$ cat config.mk
export PLATFORM = sky130hd
export DESIGN_NAME = hmts_fifo
export DESIGN_NICKNAME = d
export VERILOG_FILES = /design/src/hw/rtl/heightmap_triangle_height_sampler_top_assert.svh /design/src/hw/rtl/hmts_fifo.sv
export SDC_FILE = /design/constraint.sdc
export NUM_CORES = 1
export LEC_CHECK = 0
export BUFFER_PORTS_ARGS = -buffer_cell sky130_fd_sc_hd__buf_2
export CORE_AREA = 4 4 72 74
export CTS_CLUSTER_DIAMETER = 80
export DETAILED_ROUTE_END_ITERATION = 8
export DIE_AREA = 0 0 76 78
export SLEW_MARGIN = 20
export SYNTH_ARGS = -nofsm -noshare
export SYNTH_HDL_FRONTEND = slang
export SYNTH_SLANG_ARGS = --single-unit
$ cat constraint.sdc
create_clock -name clk_i -period 1.51 [get_ports clk_i]
set_clock_uncertainty 0.1 [all_clocks]
set_input_delay 0.151 -clock clk_i [delete_from_list [all_inputs] [get_ports clk_i]]
set_output_delay 0.151 -clock clk_i [all_outputs]
set_load 0.005 [all_outputs]
$ cat src/hw/rtl/heightmap_triangle_height_sampler_top_assert.svh
// Assertion helpers for the height sampler, clocked on clk_i, off during reset.
`ifndef HEIGHTMAP_TRIANGLE_HEIGHT_SAMPLER_TOP_ASSERT_SVH
`define HEIGHTMAP_TRIANGLE_HEIGHT_SAMPLER_TOP_ASSERT_SVH
// same-cycle implication
`define HMTS_ASSERT_IMP(lbl, ante, cons, msg) \
  lbl: assert property (@(posedge clk_i) disable iff (!rst_ni) (ante) |-> (cons)) \
    else $error(msg);
// next-cycle implication
`define HMTS_ASSERT_NXT(lbl, ante, cons, msg) \
  lbl: assert property (@(posedge clk_i) disable iff (!rst_ni) (ante) |=> (cons)) \
    else $error(msg);
`endif

$ cat src/hw/rtl/hmts_fifo.sv
module hmts_fifo #(
  parameter int W     = 8,
  parameter int DEPTH = 4
) (
  input  logic         clk_i,
  input  logic         rst_ni,
  input  logic         push_i,
  input  logic [W-1:0] wdata_i,
  input  logic         pop_i,
  output logic [W-1:0] rdata_o,
  output logic         full_o,
  output logic         empty_o
);

  localparam int PtrW = $clog2(DEPTH);
  localparam int CntW = $clog2(DEPTH + 1);

  logic [W-1:0]    buf_q [DEPTH];
  logic [PtrW-1:0] wr_q, rd_q;
  logic [CntW-1:0] cnt_q;

  function automatic logic [PtrW-1:0] wrap_inc(logic [PtrW-1:0] p);
    return (p == PtrW'(DEPTH - 1)) ? '0 : p + PtrW'(1);
  endfunction

  always_ff @(posedge clk_i or negedge rst_ni) begin
    if (!rst_ni) begin
      wr_q  <= '0;
      rd_q  <= '0;
      cnt_q <= '0;
    end else begin
      if (push_i) wr_q <= wrap_inc(wr_q);
      if (pop_i) rd_q <= wrap_inc(rd_q);
      if (push_i && !pop_i) begin
        cnt_q <= cnt_q + CntW'(1);
      end else if (pop_i && !push_i) begin
        cnt_q <= cnt_q - CntW'(1);
      end
    end
  end

  always_ff @(posedge clk_i) begin
    if (push_i) buf_q[wr_q] <= wdata_i;
  end

  assign rdata_o = buf_q[rd_q];
  assign full_o  = cnt_q == CntW'(DEPTH);
  assign empty_o = cnt_q == '0;

endmodule

==> summary.txt <==
STA
  • Final worst slack: -216 ps
  • RSZ-0062 raised after global routing: yes
  • Min Clock Period, post-route: ~1700 ps
  • Hold slack: 45.3 ps
  • Setup total negative slack: -1570 ps
  • Fin. Hold Viols: 0
  • Relative slew margins: 0.819
  • Post-route clock period utilization: 1.14
  • Max-slew violation count: 0
  • Final setup fails: 8
  • Tightest Pin Transition: 271 ps
  • Fmax: between 0.5 and 0.6 GHz

Global routing
  • Total GRT Usage: 0.0957
  • First-pass GRT wire length: 4260 um
  • Initial antenna violation count: 0
  • Largest net degree at the start of global routing: 13
  • Total gr overflow: 0
  • Vias in the first global route: around 850

Setup path
  • Worst path cell trace: buf_12, mux4_2, buf_2
  • Worst path slowest cell: mux4_2
  • Setup crit start kind: flop
  • Critical path required time: 1260 ps
  • Setup CP Type: flop to output pin
  • Worst setup startpoint: rd_q[0]
  • WP data arrival: 1470 ps
  • Crit-path max cell delay: 500 ps
  • CP endpoint kind: output pin
  • Crit-path max FO: 6
  • Setup slack, reg-to-reg: roughly 110 ps
  • R2R Path Start: cnt_q[0]

Yosys
  • YS warnings: 0
  • Netlist cell types: 18
  • Ys flop type: edfxtp_1
  • Synth top area share: 0.612
  • Sequential area share after synthesis: 0.724
  • Ranking of synthesized cells by area: edfxtp_1, mux4_2, dfrtp_1, ha_1, mux2_2
  • Ys async rst share: 0.179
  • Biggest area consumer among synthesized cells: edfxtp_1
  • Mean Syn Cell Area: 19.9 um^2
  • Post-synth EDFFs: 32
  • Syn_nets: 98
  • Post-Syn Instances: 79
  • Register bit count reported by yosys: 39
  • Synth Cell Area: 1570 um^2

Min path
  • Min-delay worst type: input port to flop
  • Worst Min Path Start: pop_i

Floorplan
  • Die H: 78 um
  • Die footprint: roughly 5900 um^2
  • Initial Util: 0.341
  • Num rows: 25
  • Core area: approximately 4600 um^2
  • Die W: 76 um
  • Ports: 22

Cells and area
  • Final instance area: 2030 um^2
  • Area delta synth->final: 29.6%
  • Layout cells sized above 1: 0.429
  • Final net count: around 140
  • Non-filler cells, final: 180
  • Post-layout util: 0.442
  • Fill count: 400
  • N_diodes: 0

Detailed routing
  • DRC: 0
  • Iteration-0 DRC Markers: 32
  • Routed wire length: 2510 um
  • Number of vias per cell: 4.53
  • Via Count: a little over 800
  • Detail Route Antenna Nets: 0
  • First-pass iteration count of the detailed router: 3
  • Wire per inst: 13.9 um

Pwr
  • Leakage: 0.782 nW
  • Sw Ratio: 0.272
  • Worst VDD drop: 0.669 mV
  • NetSw: 0.000915 W
  • PwrDens: 1650 nW/um^2
  • Combinational share of power: 0.315
  • Part of the power in registers: 0.477
  • Int Pwr: 0.00244 W
  • Clock Power Share: 0.208

Clock tree
  • Clock sinks: 39
  • CTS Buf Count: 5
  • CTS root buf: clkbuf_8
  • Clk slew on worst S/H paths: 70 ps
  • CTS H-Tree Depth: 2
  • Bufs on Longest Clock Path: 2
  • CTS tree: yes
  • Later-pin clock latency in the skew report: 280 ps

Outcome
  • Failing checks: setup timing
  • Outcome: finished, violations left

Place
  • Area after DPL: 1850 um^2
  • Final HPWL DP: ~1800 um
  • Port Buf Inserts: 21
  • Placed cells: 163
  • GPL Wtd Cong: 0.680

Job
  • Max cap viols: 0
-- sequential cells by signal (all words and copies together), names as in the netlist --
name   count
buf_q     32
rd_q       2
cnt_q      3
wr_q       2
-- layout make-up --
class                   instances  area [um^2]  share of cell area
well taps                      54         67.6              0.0332
multi-input cells              33          402               0.197
clock inverters                 1         5.00             0.00246
inverters                       5         18.8             0.00923
clock buffers                   7         86.3              0.0424
flip-flops and latches         39         1140               0.560
repair buffers                 41          315               0.155
-- path summary, 6_finish.rpt --
check	cells past startpoint	to
max in group asynchronous	2	rd_q[1]
worst max-delay path	3	rdata_o[0]
worst max register to register	4	cnt_q[2]
worst min register to register	1	cnt_q[2]
min in group asynchronous	2	cnt_q[1]
worst min-delay path	2	rd_q[0]
-- power groups by stage --
stage / Sequential [W] / Clock (W) / Combinational [W]
3_3_place_gp: 0.00161 / 0 / 0.00105
6_report: 0.00160 / 0.000698 / 0.00106
4_1_cts: 0.00160 / 0.000720 / 0.00110
5_1_grt: 0.00164 / 0.000777 / 0.00119
2_1_floorplan: 0.00152 / 0 / 0.000671
3_5_place_dp: 0.00162 / 0 / 0.00107
-- kinds of logic after synthesis --
| kind of cell | after synthesis | share of synthesized area |
|---|---|---|
| compound gates | 2 | 0.00637 |
| xor+xnor | 3 | 0.0167 |
| fa+ha+maj | 7 | 0.0606 |
| buf+inv | 7 | 0.0223 |
| flops | 39 | 0.724 |
| mux | 11 | 0.136 |
| simple gates | 10 | 0.0343 |
-- cells in the mapped netlist, types with 2 or more instances --
library cell and count:
ha_1 6, and2_1 4, dfrtp_1 7, o21ai_0 2, nor2_1 2, mux4_2 8, xor2_1 2, inv_1 5
edfxtp_1 32, mux2_2 3
-- placed cells by master (no fill, tap or decap) --
| master | instances |
|---|---|
| nand2_1 | 1 |
| nor3_1 | 1 |
| nor3b_1 | 1 |
| dfrtp_1 | 4 |
| nand3_1 | 1 |
| clkinv_2 | 1 |
| buf_12 | 3 |
| mux2_2 | 3 |
| xnor2_1 | 1 |
| inv_1 | 5 |
| ha_1 | 6 |
| buf_4 | 8 |
| mux4_2 | 8 |
| o21ai_0 | 2 |
| clkbuf_8 | 6 |
| and2_1 | 4 |
| dfrtp_2 | 3 |
| fa_2 | 1 |
| nor2_1 | 2 |
| dlygate4sd3_1 | 9 |
| clkbuf_1 | 1 |
| buf_2 | 21 |
| edfxtp_1 | 32 |
| xor2_1 | 2 |
-- per-stage QoR --
step                total power, W  setup WS (ps)
detailed placement         0.00269           14.5
global route               0.00360           -280
CTS                        0.00342           -239
finish                     0.00336           -216
floorplan                  0.00220            115
global placement           0.00266           34.3
-- repair_timing --
item	4_1_cts	5_1_grt
hold buffers	9	0
pin swaps	0	0
cloned	0	0
setup buffers	0	0
endpoints found under the hold margin	36	0
resized for setup	1	3
endpoints found under the setup margin	8	10
-- layer usage --
metal	track usage	up-vias	share of wire
li1	-	394	-
met1	0.0990	399	0.39
met2	0.174	18	0.55
met3	0.0383	4	0.046
met4	0.0320	0	0.012
met5	0	-	0
-- critical path, delay by kind of cell (launching register included) --
kind	cells	cell delay, ps
flip-flops	1	410
multiplexers	1	500
buffers and inverters	2	280
No activity file was read; power rests on OpenSTA's default activity.
