File: src/hw/rtl/heightmap_triangle_height_sampler_top_assert.svh
// Assertion helpers for the height sampler, clocked on clk_i, off during reset.
`ifndef HEIGHTMAP_TRIANGLE_HEIGHT_SAMPLER_TOP_ASSERT_SVH
`define HEIGHTMAP_TRIANGLE_HEIGHT_SAMPLER_TOP_ASSERT_SVH
// same-cycle implication
`define HMTS_ASSERT_IMP(lbl, ante, cons, msg) \
  lbl: assert property (@(posedge clk_i) disable iff (!rst_ni) (ante) |-> (cons)) \
    else $error(msg);
// next-cycle implication
`define HMTS_ASSERT_NXT(lbl, ante, cons, msg) \
  lbl: assert property (@(posedge clk_i) disable iff (!rst_ni) (ante) |=> (cons)) \
    else $error(msg);
`endif

File: src/hw/rtl/hmts_pkg.sv
package hmts_pkg;

  localparam logic OP_WRITE = 1'b0;
  localparam logic OP_QUERY = 1'b1;

  localparam int CfgIdxW = 3;
  localparam logic [CfgIdxW-1:0] CFG_GRID_LENGTH   = 3'd0;
  localparam logic [CfgIdxW-1:0] CFG_CELL_SPACING  = 3'd1;
  localparam logic [CfgIdxW-1:0] CFG_ORIGIN_X      = 3'd2;
  localparam logic [CfgIdxW-1:0] CFG_ORIGIN_Z      = 3'd3;
  localparam logic [CfgIdxW-1:0] CFG_ORIGIN_HEIGHT = 3'd4;

  localparam int HW      = 32;  // heights and coordinates
  localparam int SpW     = 10;  // cell spacing
  localparam int LenCfgW = 9;   // grid length register
  localparam int CellW   = 8;   // write cell index fields

  // offset divider: 33-bit magnitude, three quotient bits per stage
  localparam int DivW      = HW + 1;
  localparam int DivSteps  = 3;
  localparam int DivStages = DivW / DivSteps;
  localparam int PW        = DivW + 1;  // signed floor quotient

  localparam int QDepth = 4;

  typedef struct packed {
    logic           neg;
    logic [SpW-1:0] rem;
    logic [DivW-1:0] nq;   // dividend bits shifting out, quotient bits in
  } div_lane_t;

  function automatic div_lane_t div_step(div_lane_t s, logic [SpW-1:0] sp);
    logic [SpW:0] t;
    logic         ge;
    div_lane_t    r;
    t     = {s.rem, s.nq[DivW-1]};
    ge    = t >= {1'b0, sp};
    r.neg = s.neg;
    r.rem = ge ? SpW'(t - {1'b0, sp}) : t[SpW-1:0];
    r.nq  = {s.nq[DivW-2:0], ge};
    return r;
  endfunction

  function automatic div_lane_t lane_run(div_lane_t s, logic [SpW-1:0] sp);
    div_lane_t r;
    r = s;
    for (int k = 0; k < DivSteps; k++) begin
      r = div_step(r, sp);
    end
    return r;
  endfunction

  function automatic div_lane_t lane_init(logic signed [DivW-1:0] d);
    div_lane_t r;
    r.neg = d[DivW-1];
    r.rem = '0;
    r.nq  = r.neg ? DivW'(-d) : DivW'(d);
    return r;
  endfunction

  // floor division result from magnitude quotient and remainder
  function automatic logic signed [PW-1:0] lane_quot(div_lane_t s);
    logic signed [PW-1:0] q;
    q = $signed({1'b0, s.nq});
    if (s.neg) begin
      q = -q;
      if (s.rem != '0) q = q - 1;
    end
    return q;
  endfunction

endpackage

File: src/hw/rtl/hmts_front.sv
module hmts_front #(
  parameter int MAX_GRID  = 256,
  parameter int FRAC_BITS = 16
) (
  input  logic                               clk_i,
  input  logic                               rst_ni,
  input  logic                               en_i,
  input  logic                               in_valid_i,
  input  logic                               operation_i,
  input  logic [hmts_pkg::CellW-1:0]         cell_x_i,
  input  logic [hmts_pkg::CellW-1:0]         cell_z_i,
  input  logic signed [hmts_pkg::HW-1:0]     height_value_i,
  input  logic signed [hmts_pkg::HW-1:0]     query_x_i,
  input  logic signed [hmts_pkg::HW-1:0]     query_z_i,
  input  logic [$clog2(MAX_GRID+1)-1:0]      len_i,
  input  logic [hmts_pkg::SpW-1:0]           sp_i,
  input  logic signed [hmts_pkg::HW-1:0]     origin_x_i,
  input  logic signed [hmts_pkg::HW-1:0]     origin_z_i,
  output logic                               valid_o,
  output logic                               op_o,
  output logic                               wen_o,
  output logic [$clog2(MAX_GRID)-1:0]        gx_o,
  output logic [$clog2(MAX_GRID)-1:0]        gz_o,
  output logic [FRAC_BITS:0]                 u_o,
  output logic [FRAC_BITS:0]                 v_o,
  output logic [hmts_pkg::HW-1:0]            hgt_o
);

  import hmts_pkg::*;

  localparam int LW   = $clog2(MAX_GRID + 1);
  localparam int GW   = $clog2(MAX_GRID);
  localparam int FW   = FRAC_BITS + 1;
  localparam int NS   = DivStages + 1;
  localparam int CmpW = (LW > CellW) ? LW : CellW;

  typedef struct packed {
    logic          op;
    logic          wen;
    logic [GW-1:0] cx;
    logic [GW-1:0] cz;
    logic [HW-1:0] hgt;
  } tag_t;

  function automatic logic [GW-1:0] cell_of(logic signed [PW-1:0] p, logic [LW-1:0] len);
    logic [PW-1:0] g;
    logic [PW-1:0] lim;
    lim = PW'(len) - PW'(2);
    g   = p[PW-1] ? '0 : PW'(p >>> FRAC_BITS);
    if (g > lim) g = lim;
    return GW'(g);
  endfunction

  function automatic logic [FW-1:0] frac_of(logic signed [PW-1:0] p, logic [GW-1:0] g);
    logic signed [PW:0] f;
    logic signed [PW:0] one;
    one = (PW+1)'(1) <<< FRAC_BITS;
    f   = (PW+1)'(p) - $signed((PW+1)'({g, {FRAC_BITS{1'b0}}}));
    if (f < 0) begin
      f = '0;
    end else if (f > one) begin
      f = one;
    end
    return FW'(f);
  endfunction

  // divider stages
  logic [NS-1:0] dv_q;
  tag_t          tag_q [NS];
  div_lane_t     lx_q  [NS];
  div_lane_t     lz_q  [NS];

  // locate stages
  logic                 l1v_q, l2v_q, l3v_q;
  tag_t                 l1_tag_q, l2_tag_q, l3_tag_q;
  logic signed [PW-1:0] l1_px_q, l1_pz_q, l2_px_q, l2_pz_q;
  logic [GW-1:0]        l2_gx_q, l2_gz_q, l3_gx_q, l3_gz_q;
  logic [FW-1:0]        l3_u_q, l3_v_q;

  logic signed [DivW-1:0] dx, dz;
  tag_t                   tag_in;

  assign dx = DivW'(query_x_i) - DivW'(origin_x_i);
  assign dz = DivW'(query_z_i) - DivW'(origin_z_i);

  always_comb begin
    tag_in.op  = operation_i;
    tag_in.wen = (CmpW'(cell_x_i) < CmpW'(len_i)) && (CmpW'(cell_z_i) < CmpW'(len_i));
    tag_in.cx  = GW'(cell_x_i);
    tag_in.cz  = GW'(cell_z_i);
    tag_in.hgt = height_value_i;
  end

  always_ff @(posedge clk_i or negedge rst_ni) begin
    if (!rst_ni) begin
      dv_q  <= '0;
      l1v_q <= 1'b0;
      l2v_q <= 1'b0;
      l3v_q <= 1'b0;
    end else if (en_i) begin
      dv_q  <= {dv_q[NS-2:0], in_valid_i};
      l1v_q <= dv_q[NS-1];
      l2v_q <= l1v_q;
      l3v_q <= l2v_q;
    end
  end

  always_ff @(posedge clk_i) begin
    if (en_i) begin
      tag_q[0] <= tag_in;
      lx_q[0]  <= lane_init(dx);
      lz_q[0]  <= lane_init(dz);
      for (int s = 1; s < NS; s++) begin
        tag_q[s] <= tag_q[s-1];
        lx_q[s]  <= lane_run(lx_q[s-1], sp_i);
        lz_q[s]  <= lane_run(lz_q[s-1], sp_i);
      end
      l1_tag_q <= tag_q[NS-1];
      l1_px_q  <= lane_quot(lx_q[NS-1]);
      l1_pz_q  <= lane_quot(lz_q[NS-1]);
      l2_tag_q <= l1_tag_q;
      l2_px_q  <= l1_px_q;
      l2_pz_q  <= l1_pz_q;
      l2_gx_q  <= cell_of(l1_px_q, len_i);
      l2_gz_q  <= cell_of(l1_pz_q, len_i);
      l3_tag_q <= l2_tag_q;
      l3_gx_q  <= l2_gx_q;
      l3_gz_q  <= l2_gz_q;
      l3_u_q   <= frac_of(l2_px_q, l2_gx_q);
      l3_v_q   <= frac_of(l2_pz_q, l2_gz_q);
    end
  end

  // a height write carries its own cell through the grid-index fields
  assign valid_o = l3v_q;
  assign op_o    = l3_tag_q.op;
  assign wen_o   = l3_tag_q.wen;
  assign gx_o    = (l3_tag_q.op == OP_WRITE) ? l3_tag_q.cx : l3_gx_q;
  assign gz_o    = (l3_tag_q.op == OP_WRITE) ? l3_tag_q.cz : l3_gz_q;
  assign u_o     = l3_u_q;
  assign v_o     = l3_v_q;
  assign hgt_o   = l3_tag_q.hgt;

endmodule

File: config.mk
export PLATFORM = sky130hd
export DESIGN_NAME = hmts_front
export DESIGN_NICKNAME = d
export VERILOG_FILES = /design/src/hw/rtl/heightmap_triangle_height_sampler_top_assert.svh /design/src/hw/rtl/hmts_pkg.sv /design/src/hw/rtl/hmts_front.sv
export SDC_FILE = /design/constraint.sdc
export NUM_CORES = 2
export LEC_CHECK = 0
export BUFFER_PORTS_ARGS = -buffer_cell sky130_fd_sc_hd__buf_2
export CORE_ASPECT_RATIO = 0.6
export CORE_MARGIN = 1
export CORE_UTILIZATION = 45
export DETAILED_ROUTE_END_ITERATION = 8
export GPL_ROUTABILITY_DRIVEN = 0
export PLACE_DENSITY = 0.61
export SETUP_SLACK_MARGIN = 0.02
export SLEW_MARGIN = 10
export SYNTH_ARGS = -nofsm -noshare
export SYNTH_HDL_FRONTEND = slang
export SYNTH_SLANG_ARGS = --single-unit
File: constraint.sdc
create_clock -name clk_i -period 17.8 [get_ports clk_i]
set_input_delay 3.56 -clock clk_i [delete_from_list [all_inputs] [get_ports clk_i]]
set_output_delay 3.56 -clock clk_i [all_outputs]
set_load 0.03 [all_outputs]
==> results.json <==
{
  "area.sequential_sq_mm": 0.0601,
  "cts_setup_buffers": 0,
  "first_pass_grt_wire_length_mm": 358,
  "netlist_top_cells_area": "edfxtp_1 56%, ha_1 9.1%, mux2_2 4.7%, xnor2_1 3.8%, a21oi_1 2.2%",
  "avgViaCountPerCell": 5.53,
  "yosys_most_used_dff": "edfxtp_1",
  "cp_slowest_stage_delay_ns": 0.72,
  "critical_path.most_common_cell": "o21ai_0",
  "crit_path_top_delay_cell": "o41ai_1",
  "max_freq_ghz": 0.0806,
  "mappedNetlistNets": 9382,
  "layout_commonest_cell": "edfxtp_1",
  "synth.yosys.seq_area_share": 0.567,
  "worst-setup-path-type": "in -> reg",
  "grt_overflow": 0,
  "timing.critical_path.arrival_ns": 12.97,
  "finalWorstPathRequiredPeriod_ns": 12.41,
  "hold_path.class": "reg -> reg",
  "layout_cell_share_with_drive_strength_beyond_1": 0.135,
  "clkSinkCount": 2003,
  "ff2ff_setup_slack_ns": 8.68,
  "layout.nets": 9780,
  "async_flop_share": 0.00749,
  "synth.avg_cell_area_sq_um": 12.7,
  "worst_clock_skew_ns": 0.0671,
  "reg2regPathDepth": 31,
  "fin_crit_sh": 0.697,
  "timing.final.setup_violations": 0,
  "via_count_of_the_first_global_routing_pass": 63200,
  "final_hold_viol_count": 0,
  "io_buf_count": 284,
  "ioPinCount": 285,
  "synth_enable_flop_cells": 1988,
  "drv_slew": 0,
  "post-route-drc-count": 0,
  "hold_slack_ns": 0.372,
  "cp-end-kind": "flop",
  "post_synth_inst_count": 8339,
  "tritoncts": "yes",
  "hpwl_mm": 163,
  "fillerInstances": 20000,
  "x_dimension_of_the_die_um": 629,
  "totalWireLength_mm": 229,
  "rows": 137,
  "timing_worst_slew_pin_value_ns": 1.26,
  "root_buffer": "clkbuf_16",
  "reg2reg_to": "lz_q[2][124]$_DFFE_PP_",
  "core_area_sq_mm": 0.233,
  "mostFrequentLayoutCells": "1988 x edfxtp_1, 775 x ha_1, 533 x inv_1",
  "cp-start-kind": "input port",
  "worstHoldEndpoint": "lz_q[2][131]$_DFFE_PP_",
  "yosys_top_cell_area_share": 0.563,
  "antenna_found_initial": 11,
  "max_cap_violations": 0,
  "post_cts_resized": 0,
  "cts_buffers": 195,
  "run_status": "complete, no violations",
  "design.die.area_sq_mm": 0.238,
  "clock_latency_ns": 0.87,
  "worstHoldPathCells": 0,
  "post_synth_instance_area_sq_mm": 0.106,
  "critical_path_maximum_fanout": 25,
  "timing.critical_path.required_ns": 18.36,
  "first_iter_violations": 5966,
  "grt_setup_unrepaired": "no",
  "largest_area_contributor_in_the_synthesized_netlist": "edfxtp_1",
  "cts_max_level": 4,
  "postSynthRegisterBits": 2003,
  "firstDrtPassIters": 6,
  "critical_r2r_launch": "lz_q[2][77]$_DFFE_PP_",
  "grt.total_usage": 0.188,
  "flow.area_growth_from_synthesis_pct": 11.0,
  "cts-root-to-sink-buffers": 4,
  "drtAntennaViolNets": 0,
  "detailroute.via_count": 66400,
  "starting_density_of_the_core": 0.454,
  "worst_setup_hold_path_clk_slew_ns": 0.06,
  "hold_path.startpoint": "lz_q[2][87]$_DFFE_PP_",
  "post_drt_wl_per_cell_um": 19.0,
  "synth-warning-count": 0,
  "fin_tns_setup_ns": 0,
  "final_core_utilization": 0.504,
  "largest_net_degree_at_the_start_of_global_routing": 203,
  "postCtsHoldBufs": 0,
  "ys_types": 95,
  "multiInputGateArea_sq_mm": 0.0432,
  "die_height_um": 378,
  "slew-limit-headroom": 0.135
}
worst max path at each step:
stage | slack, ns | start | endpoint | cells past startpoint
2_1_floorplan | 4.50 | sp_i[1] | lz_q[1][79]$_DFFE_PP_ | 36
3_3_place_gp | 4.75 | sp_i[1] | lz_q[1][80]$_DFFE_PP_ | 35
3_5_place_dp | 4.78 | sp_i[3] | lz_q[0][167]$_DFFE_PP_ | 33
4_1_cts | 5.66 | sp_i[3] | lz_q[0][171]$_DFFE_PP_ | 33
5_1_grt | 4.73 | sp_i[3] | lz_q[0][171]$_DFFE_PP_ | 33
6_report | 5.39 | sp_i[3] | lz_q[0][171]$_DFFE_PP_ | 33
layout make-up:
cell class                 instances  share of cell area
tap                             3127              0.0333
timing repair buffer             362              0.0180
multi-input combinational       5630               0.367
sequential                      2003               0.511
antenna                            3           0.0000638
inverter                         545              0.0174
clock buffer                     236              0.0435
clock inverter                   112             0.00976
sequential cells by signal, indices dropped and copies added (netlist names), 12 cells and up:
register and flops:
lx_q 518, l1_tag_q 50, v_o 17, l2_px_q 34, l2_pz_q 34, dv_q 12, l2_tag_q 50, u_o 17
tag_q 600, l3_tag_q 16, l1_px_q 34, l1_pz_q 34, lz_q 518, hgt_o 32
metal layers:
layer	wire length [um]	vias to the layer above	track usage
li1	-	32300	-
met1	119000	32100	0.304
met2	90600	1791	0.262
met3	14300	290	0.0295
met4	4460	0	0.0420
met5	0	-	0
cell families after synthesis:
kind of cell,Yosys count,share of synthesized area
flip-flops,2003,0.567
AND/OR/NAND/NOR,1955,0.0952
AO/OA/AOI/OAI,1676,0.100
adder cells (fa/ha/maj),843,0.104
buffers and inverters,706,0.0263
XOR/XNOR,613,0.0506
multiplexers,543,0.0565
cells in the mapped netlist (53+ instances only):
cell,n
inv_1,542
and3_1,53
a21oi_1,458
nor2_1,483
mux2_2,439
nand4_1,143
a21o_1,153
fa_1,68
and2_1,65
nand2_1,397
o21a_1,67
nor2b_1,192
nand3_1,97
xor2_1,149
xnor2_1,464
nor4_1,72
a211oi_1,54
a21boi_0,65
a31oi_1,68
nor3_1,127
clkbuf_1,112
o21ai_0,417
nand2b_1,112
ha_1,775
edfxtp_1,1988
mux2i_1,103
critical path, delay by kind of cell:
kind,cells,cell delay (ns)
AO/OA/AOI/OAI,18,5.01
multiplexers,2,0.84
AND/OR/NAND/NOR,4,0.94
adder cells (fa/ha/maj),3,0.93
buffers and inverters,6,1.57
metrics by stage:
step	setup slack [ns]	cells	cell area, sq um
after floorplan	4.50	8339	106000
after global placement	4.75	11700	111000
after detailed placement	4.78	11700	111000
after CTS	5.66	12000	118000
after global routing	4.73	12000	118000
final	5.39	12000	118000
Power is not shown: default switching activity piles up to over one toggle a cycle in this logic, so the estimate is an artifact.
